<file path="src/hdl/nmsc_pkg.sv">
// Shared types and constants of the NMEA sentence checker.
package nmsc_pkg;

    localparam int MAX_FIELDS_DEFAULT = 32;

    localparam logic [7:0] CHAR_DOLLAR = "$";
    localparam logic [7:0] CHAR_G      = "G";
    localparam logic [7:0] CHAR_P      = "P";
    localparam logic [7:0] CHAR_STAR   = "*";
    localparam logic [7:0] CHAR_COMMA  = ",";

    localparam logic [23:0] TYPE_RMC = "RMC";
    localparam logic [23:0] TYPE_GGA = "GGA";
    localparam logic [23:0] TYPE_GSV = "GSV";
    localparam logic [23:0] TYPE_GSA = "GSA";
    localparam logic [23:0] TYPE_XDR = "XDR";
    localparam logic [23:0] TYPE_CAL = "CAL";

    typedef enum logic [1:0] {
        CLS_PREFIX = 2'd0,
        CLS_FIELD  = 2'd1,
        CLS_COMMA  = 2'd2,
        CLS_STAR   = 2'd3
    } byte_class_t;

    typedef enum logic [2:0] {
        VERD_OK_UNCHECKED = 3'd0,
        VERD_OK_CHECKED   = 3'd1,
        VERD_BAD_PREFIX   = 3'd2,
        VERD_MISMATCH     = 3'd3,
        VERD_TOO_MANY     = 3'd4
    } verdict_t;

    typedef enum logic [2:0] {
        KIND_OTHER = 3'd0,
        KIND_RMC   = 3'd1,
        KIND_GGA   = 3'd2,
        KIND_GSV   = 3'd3,
        KIND_GSA   = 3'd4,
        KIND_XDR   = 3'd5,
        KIND_CAL   = 3'd6
    } sentence_kind_t;

    typedef enum logic [1:0] {
        PFX_PENDING  = 2'd0,
        PFX_GP       = 2'd1,
        PFX_P        = 2'd2,
        PFX_REJECTED = 2'd3
    } prefix_state_t;

    typedef struct packed {
        logic [7:0] line_byte;
        logic       last_in_line;
    } item_t;

    typedef struct packed {
        logic [7:0]     echo_byte;
        byte_class_t    byte_class;
        logic [4:0]     field_number;
        logic           line_done;
        verdict_t       verdict;
        sentence_kind_t sentence_kind;
        logic [5:0]     fields_seen;
        logic [7:0]     computed_sum;
        logic [7:0]     received_sum;
    } result_t;

endpackage

</file>
<file path="src/hdl/nmsc_core.sv">
// Per-line parse state and the single-pass byte update of the sentence checker.
module nmsc_core #(
    parameter int MAX_FIELDS = nmsc_pkg::MAX_FIELDS_DEFAULT
) (
    input  logic              aclk,
    input  logic              aresetn,
    input  logic              step,
    input  nmsc_pkg::item_t   item,
    output nmsc_pkg::result_t result
);
    import nmsc_pkg::*;

    localparam int FCW      = $clog2(MAX_FIELDS + 1);
    localparam int TAG_MAX  = (MAX_FIELDS - 1 > 31) ? 31 : MAX_FIELDS - 1;
    localparam int SEEN_MAX = (MAX_FIELDS > 63) ? 63 : MAX_FIELDS;

    logic [1:0]     pos_reg, pos_next;
    prefix_state_t  prefix_reg, prefix_next;
    logic [7:0]     xor_reg, xor_next;
    logic           star_reg, star_next;
    logic [7:0]     hex_reg, hex_next;
    logic           hexovf_reg, hexovf_next;
    logic           hexstop_reg, hexstop_next;
    logic [FCW-1:0] fcnt_reg, fcnt_next;
    logic [23:0]    ttext_reg, ttext_next;
    logic [2:0]     tlen_reg, tlen_next;

    logic [7:0]     b;
    logic           accepted;
    logic           hex_ok;
    logic [3:0]     hex_d;
    logic [4:0]     tag;
    logic [FCW:0]   seen_wide;
    sentence_kind_t kind;
    result_t        res;

    assign b = item.line_byte;

    // Prefix recognizer: next state.
    always_comb begin
        prefix_next = prefix_reg;
        unique case (prefix_reg) inside
            PFX_PENDING: begin
                if (!star_reg) begin
                    if (b == CHAR_STAR) begin
                        prefix_next = PFX_REJECTED;
                    end else begin
                        case (pos_reg)
                            2'd0: if (b != CHAR_DOLLAR) prefix_next = PFX_REJECTED;
                            2'd1: begin
                                if (b == CHAR_P) prefix_next = PFX_P;
                                else if (b != CHAR_G) prefix_next = PFX_REJECTED;
                            end
                            default: prefix_next = (b == CHAR_P) ? PFX_GP : PFX_REJECTED;
                        endcase
                    end
                end
            end
            PFX_GP, PFX_P, PFX_REJECTED: prefix_next = prefix_reg;
        endcase
    end

    // Prefix recognizer: output.
    assign accepted = (prefix_reg == PFX_GP) || (prefix_reg == PFX_P);

    // Decode one hex digit, either case.
    always_comb begin
        hex_ok = 1'b0;
        hex_d  = b[3:0];
        if (b >= "0" && b <= "9") begin
            hex_ok = 1'b1;
        end else if ((b >= "a" && b <= "f") || (b >= "A" && b <= "F")) begin
            hex_ok = 1'b1;
            hex_d  = 4'(b[3:0] + 4'd9);
        end
    end

    // Field tag of the current byte, saturated.
    assign tag = (fcnt_reg > FCW'(TAG_MAX)) ? 5'(TAG_MAX) : 5'(fcnt_reg);

    // Byte update and line judgment.
    always_comb begin
        pos_next     = pos_reg;
        xor_next     = xor_reg;
        star_next    = star_reg;
        hex_next     = hex_reg;
        hexovf_next  = hexovf_reg;
        hexstop_next = hexstop_reg;
        fcnt_next    = fcnt_reg;
        ttext_next   = ttext_reg;
        tlen_next    = tlen_reg;

        res               = '0;
        res.echo_byte     = b;
        res.byte_class    = CLS_PREFIX;
        res.line_done     = item.last_in_line;
        res.verdict       = VERD_OK_UNCHECKED;
        res.sentence_kind = KIND_OTHER;

        if (star_reg) begin
            // Accumulate checksum digits until the first non-digit.
            if (!hexstop_reg) begin
                if (!hex_ok) begin
                    hexstop_next = 1'b1;
                end else if (!hexovf_reg) begin
                    if (hex_reg[7:4] != 4'd0) begin
                        hexovf_next = 1'b1;
                        hex_next    = 8'hFF;
                    end else begin
                        hex_next = {hex_reg[3:0], hex_d};
                    end
                end
            end
            if (accepted) begin
                res.byte_class   = CLS_STAR;
                res.field_number = tag;
            end
        end else if (b == CHAR_STAR) begin
            star_next = 1'b1;
            if (accepted) begin
                res.byte_class   = CLS_STAR;
                res.field_number = tag;
            end
        end else begin
            if (pos_reg != 2'd0) xor_next = xor_reg ^ b;
            if (accepted) begin
                res.field_number = tag;
                if (b == CHAR_COMMA) begin
                    res.byte_class = CLS_COMMA;
                    if (fcnt_reg < FCW'(MAX_FIELDS)) fcnt_next = fcnt_reg + 1'b1;
                end else begin
                    res.byte_class = CLS_FIELD;
                    if (fcnt_reg == '0) begin
                        if (tlen_reg < 3'd3) begin
                            ttext_next = {ttext_reg[15:0], b};
                            tlen_next  = tlen_reg + 3'd1;
                        end else begin
                            tlen_next = 3'd4;
                        end
                    end
                end
            end
        end
        if (pos_reg != 2'd3) pos_next = pos_reg + 2'd1;

        res.computed_sum = xor_next;
        res.received_sum = hex_next;

        // Judge the line on its last byte.
        if (item.last_in_line) begin
            if (prefix_next != PFX_GP && prefix_next != PFX_P) begin
                res.verdict = VERD_BAD_PREFIX;
            end else begin
                if (star_next && (hexovf_next || hex_next != xor_next)) begin
                    res.verdict = VERD_MISMATCH;
                end else if (fcnt_next >= FCW'(MAX_FIELDS)) begin
                    res.verdict = VERD_TOO_MANY;
                end else begin
                    res.verdict = star_next ? VERD_OK_CHECKED : VERD_OK_UNCHECKED;
                end
                res.fields_seen = (seen_wide > (FCW+1)'(SEEN_MAX)) ?
                                  6'(SEEN_MAX) : 6'(seen_wide);
                if (res.verdict == VERD_OK_UNCHECKED || res.verdict == VERD_OK_CHECKED) begin
                    res.sentence_kind = kind;
                end
            end
        end
    end

    assign seen_wide = {1'b0, fcnt_next} + 1'b1;

    // Sentence type from the text of field zero.
    always_comb begin
        kind = KIND_OTHER;
        if (tlen_next == 3'd3) begin
            case (ttext_next)
                TYPE_RMC: kind = KIND_RMC;
                TYPE_GGA: kind = KIND_GGA;
                TYPE_GSV: kind = KIND_GSV;
                TYPE_GSA: kind = KIND_GSA;
                TYPE_XDR: kind = KIND_XDR;
                TYPE_CAL: kind = KIND_CAL;
                default:  kind = KIND_OTHER;
            endcase
        end
    end

    // Advance state on each byte; clear it after the last byte of a line.
    always_ff @(posedge aclk) begin
        if (!aresetn || (step && item.last_in_line)) begin
            pos_reg     <= 2'd0;
            prefix_reg  <= PFX_PENDING;
            xor_reg     <= 8'd0;
            star_reg    <= 1'b0;
            hex_reg     <= 8'd0;
            hexovf_reg  <= 1'b0;
            hexstop_reg <= 1'b0;
            fcnt_reg    <= '0;
            ttext_reg   <= 24'd0;
            tlen_reg    <= 3'd0;
        end else if (step) begin
            pos_reg     <= pos_next;
            prefix_reg  <= prefix_next;
            xor_reg     <= xor_next;
            star_reg    <= star_next;
            hex_reg     <= hex_next;
            hexovf_reg  <= hexovf_next;
            hexstop_reg <= hexstop_next;
            fcnt_reg    <= fcnt_next;
            ttext_reg   <= ttext_next;
            tlen_reg    <= tlen_next;
        end
    end

    assign result = res;

endmodule

</file>
<file path="config.mk">
export PLATFORM = sky130hd
export DESIGN_NAME = nmsc_core
export DESIGN_NICKNAME = d
export VERILOG_FILES = /design/src/hdl/nmsc_pkg.sv /design/src/hdl/nmsc_core.sv
export SDC_FILE = /design/constraint.sdc
export NUM_CORES = 1
export LEC_CHECK = 0
export ABC_AREA = 0
export BUFFER_PORTS_ARGS = -buffer_cell sky130_fd_sc_hd__buf_4
export CELL_PAD_IN_SITES_DETAIL_PLACEMENT = 2
export CELL_PAD_IN_SITES_GLOBAL_PLACEMENT = 2
export CORE_ASPECT_RATIO = 1.5
export CORE_UTILIZATION = 31
export CTS_BUF_LIST = sky130_fd_sc_hd__clkbuf_2
export CTS_CLUSTER_DIAMETER = 100
export DETAILED_ROUTE_END_ITERATION = 10
export PLACE_DENSITY = 0.76
export RECOVER_POWER = 100
export SLEW_MARGIN = 10
export SYNTH_ARGS = -nofsm -noshare
export SYNTH_HDL_FRONTEND = slang
export SYNTH_SLANG_ARGS = --single-unit
</file>
<file path="constraint.sdc">
create_clock -name aclk -period 3.3 [get_ports aclk]
set_clock_uncertainty 0.15 [all_clocks]
set_input_delay 0.33 -clock aclk [delete_from_list [all_inputs] [get_ports aclk]]
set_output_delay 0.33 -clock aclk [all_outputs]
set_load 0.05 [all_outputs]
</file>
# After elaboration in Yosys (flattened, before gate mapping)
# Index checks and enable logic that the tools add are counted.
word_totals:
  register_bits: 56
op_classes:
  n_addsub: 5
  order_cmp: 11
  n_eq_ne: 21
  n_mux: 64
  bitwise_logic: 1
  reduce_logical: 21
op_table:
  columns: ["cell", "n"]
  rows:
  - ["$eq 24x23->1 const B", 6]
  - ["$mux 24", 6]
  - ["$mux 8", 8]
  - ["$mux 3", 13]
  - ["$mux 6", 6]
  - ["$mux 7", 4]
  - ["$pmux 3 s6", 1]
  - ["$eq 8x6->1 const B", 2]
  - ["$ge 8x7->1 const B", 2]
  - ["$le 8x7->1 const B", 2]
  - ["$mux 2", 7]
  - ["$mux 1", 12]
  - ["$mux 12", 1]
  - ["$mux 9", 1]
  - ["$eq 8x7->1 const B", 1]
  - ["$ge 8x6->1 const B", 1]
  - ["$le 8x6->1 const B", 1]
  - ["$mux 4", 2]
  - ["$ne 8x6->1 const B", 1]
  - ["$ne 8x7->1 const B", 1]
  - ["$ne 8x8->1", 1]
  - ["$pmux 2 s2", 2]
  - ["$xor 8x8->8", 1]
  - ["$add 6x1->7 const B", 1]
  - ["other kinds (26)", 40]

# Logic depth before layout (Yosys ltp)
depth:
  word_depth: 21
  depth_mapped: 15
  ltp_nobuf: 13

# Worst setup path after synthesis
# No wires, ideal clock.
synth_timing:
  path_kind: "flip-flop to output port"
  startpoint: "register pos_reg[0]"
  endpoint: "output result[22] (netlist name)"
  arrival_time_ns: 4.632
  t_required_ns: 2.820
  slack_ns: -1.812
  stages_incl_launch_ff: 12
  path_buffers: 1
  cell_sequence: "dfxtp_1 -> inv_1 -> ha_1 -> buf_1 -> or2_2 -> a31oi_1 -> nand2_1 -> xnor2_1 -> xor2_1 -> o2111ai_1 -> o31a_1 -> nor4_1"
synth_rtl:
  columns: ["element", "line_no", "rtl"]
  rows:
  - ["from (decl)", "nmsc_core.sv:17", "logic [1:0] pos_reg, pos_next;"]
  - ["from (signal assigned)", "nmsc_core.sv:202", "pos_reg <= pos_next;"]
  - ["to (decl)", "nmsc_core.sv:9", "output nmsc_pkg::result_t result"]

==> results.md <==
* Status: finished with violations
* Failing checks: setup timing
* Synth area leaders: dfxtp_1 (29%), nand2_1 (7.3%), a21oi_1 (5.9%)
* Net count, final at slightly above 700
* Area grow syn2layout at 56.8%
* Measured slew at the worst slew-check pin at 1.38 ns
* Final RePlAce weighted congestion at 0.902
* Routed Antenna Nets at 0
* CP Data Required Time at between 2 and 3 ns
* Final Critical Period at just under 4 ns
* Number of clock sinks at 56
* Initial DRC Count at approximately 190
* Most frequent cell after synthesis: nand2_1
* Max_slew headroom at roughly 7.8%
* Fraction of registers with async set/reset at 0%
* RSZ-0062 raised after global routing: true
* Clock transition at path regs at roughly 0.4 ns
* Most used DFF post-synth: dfxtp_1
* Worst Path Max Fanout at 5
* Pwr Total at around 1.8 mW
* Final WS setup at -0.650 ns
* Max-cap viol count at 0
* Slew Limit Fails at 0
* Fmax achieved at around 0.25 GHz
* DIE AREA at 0.0131 mm2
* Yosys warnings at 0
* Mapped Cells at approximately 530
* Vias per cell at between 5 and 6
* R2r worst-path depth at 10
* Port-buffer cells at 55
* Vias in the first global route at ~5400
* Ports at 56
* Worst r2r src: prefix_reg[0]
* Syn_area_per_cell at roughly 7.4 um2
* Post-Syn Area at 0.00393 mm2
* Cell count of the worst hold path at 5
* CTS tree: yes
* Final setup viols at 12
* Reg2reg end: ttext_reg[2]
* CP Launch Type: flop
* CP endpoint kind: primary output
* Share of cells above drive strength 1 at about two fifths
* Final Hold Fails at 0
* Post-Place Cell Area at approximately 0.0054 mm2
* Initial antenna violation count at 0
* Die Ht at between 100 and 150 um
* Synthesized Nets at around 550
* Most frequent cells after synthesis: nand2_1 (77), nor2_1 (59), dfxtp_1 (56), a21oi_1 (46)
* Worst Hold Class: in -> reg
* Pwr per Cell Area at 288 mW/mm2
* Hold WS at 0.107 ns
* Starting Density at a little under a third
* Seq cells post-synth at 56
* GRT Total Usage at 31.9%
* Hold Path Sink: xor_reg[2]
* Final Cell Area at 0.00617 mm2
* Arrival @ worst endpoint at 3.47 ns
* GRT overflow at 0
* Maximum VDD drop at ~170 uV
* Total Wirelength at ~23 mm
* Layout fillers at around 1300
* Area share of the largest cell type after synthesis at between 20 and 30%
* Die Width at 94.0 um
* Largest register FFs at 24
* Cell variety after synth at 64
* Critical path class: reg -> out
* WL/cell at approximately 28 um
* Fin util at just under 50%
* DRC at 0
* Vias at approximately 4900
* Hold Path Origin: item[3]
* Final period utilization at 120%
* Num CTS Buffers at 5
* Final TNS setup at -7.19 ns
* Leakage at approximately 2.4 nW
* Buffer depth of the longest clock path at 2
* First-pass GRT wire length at about 31 mm
* Worst reg2reg setup slack at ~0.76 ns
* Clock root buffer: clkbuf_2
* EDFF count, synth at 0
* Rows at 50
* HPWL Detailed at between 10 and 15 mm
* ANT cells at 0
* Drt first pass iters at 4
* Yosys top cell by area: dfxtp_1
* Core Region at around 0.012 mm2
* H-Tree Depth at 2
* Clock latency at the later pin of the worst-skew pair at between 0.6 and 0.7 ns
* Largest net degree at the start of global routing at 57
* Sequential element share of the synthesized area at between 20% and 30%
==> area by class of cell <==
class,count,area (um2),share of cell area (%)
clock buffers,5,25.0,0.406
clock inverters,3,28.8,0.467
inverters,17,63.8,1.03
multi-input cells,418,3290,53.4
flip-flops and latches,56,1130,18.4
well taps,156,195,3.16
repair buffers,183,1430,23.1
==> timing repair <==
item / CTS / global route
cloned: 0 / 0
pin swaps: 28 / 15
buffers inserted: 17 / 11
gates resized for setup: 71 / 34
endpoints found under the hold margin: 4 / 2
setup endpoints to repair: 12 / 12
hold buffers: 4 / 2
==> worst max path at each step <==
stage	endpoint	depth (start not counted)	from
2_1_floorplan	result[24]	9	item[4]
3_3_place_gp	result[24]	11	item[4]
3_5_place_dp	result[24]	10	item[4]
4_1_cts	result[24]	9	hex_reg[4]
5_1_grt	result[18]	13	prefix_reg[0]
6_report	result[24]	10	hex_reg[4]
==> report_power, final <==
part	internal, mW	leakage, nW	switching (mW)
Combinational	0.278	1.89	0.428
Clock	0.0658	0.0359	0.290
Sequential	0.694	0.456	0.0209
==> worst max-delay path, cell delays in order (launching register included) <==
cell and delay [ns]:
dfxtp_2 0.42, or3_4 0.42, nor3_4 0.22, buf_4 0.17, buf_4 0.11, a31oi_2 0.14
a211oi_4 0.34, o2111ai_4 0.19, o31a_4 0.42, nor4_4 0.25, buf_6 0.19
==> cell usage in the layout (no fill, tap or decap), drive strengths merged, types with 15 or more instances in the layout <==
cell type	count
nor2	59
nand3	22
dfxtp	56
a21oi	46
nor3	15
clkbuf	22
nand2	77
inv	20
xor2	16
buf	160
xnor2	19
==> logic make-up (layout without fill, tap and decap cells) <==
family          Yosys count  after routing  share of synthesized area (%)
fa+ha+maj                12             12                           3.82
compound gates          104            104                           17.1
buf+inv                  55            208                           6.33
xor+xnor                 35             35                           7.79
mux                      13             13                           3.40
flops                    56             56                           28.5
simple gates            254            254                           33.1
==> through the flow <==
stage,setup slack [ns],std cells
finish,-0.650,838
global route,-0.799,838
CTS,-0.541,825
detailed placement,-0.543,797
global placement,-0.401,797
floorplan,-0.631,529
==> metal layers <==
layer  global-route usage [%]  wire, um  vias up
met4                     19.0      1480        0
met5                        0         0        -
li1                         -         -     2156
met1                     31.8      8110     2509
met3                     4.13       699       93
met2                     60.7     12800      161
Power figures use the tool's default switching activity.
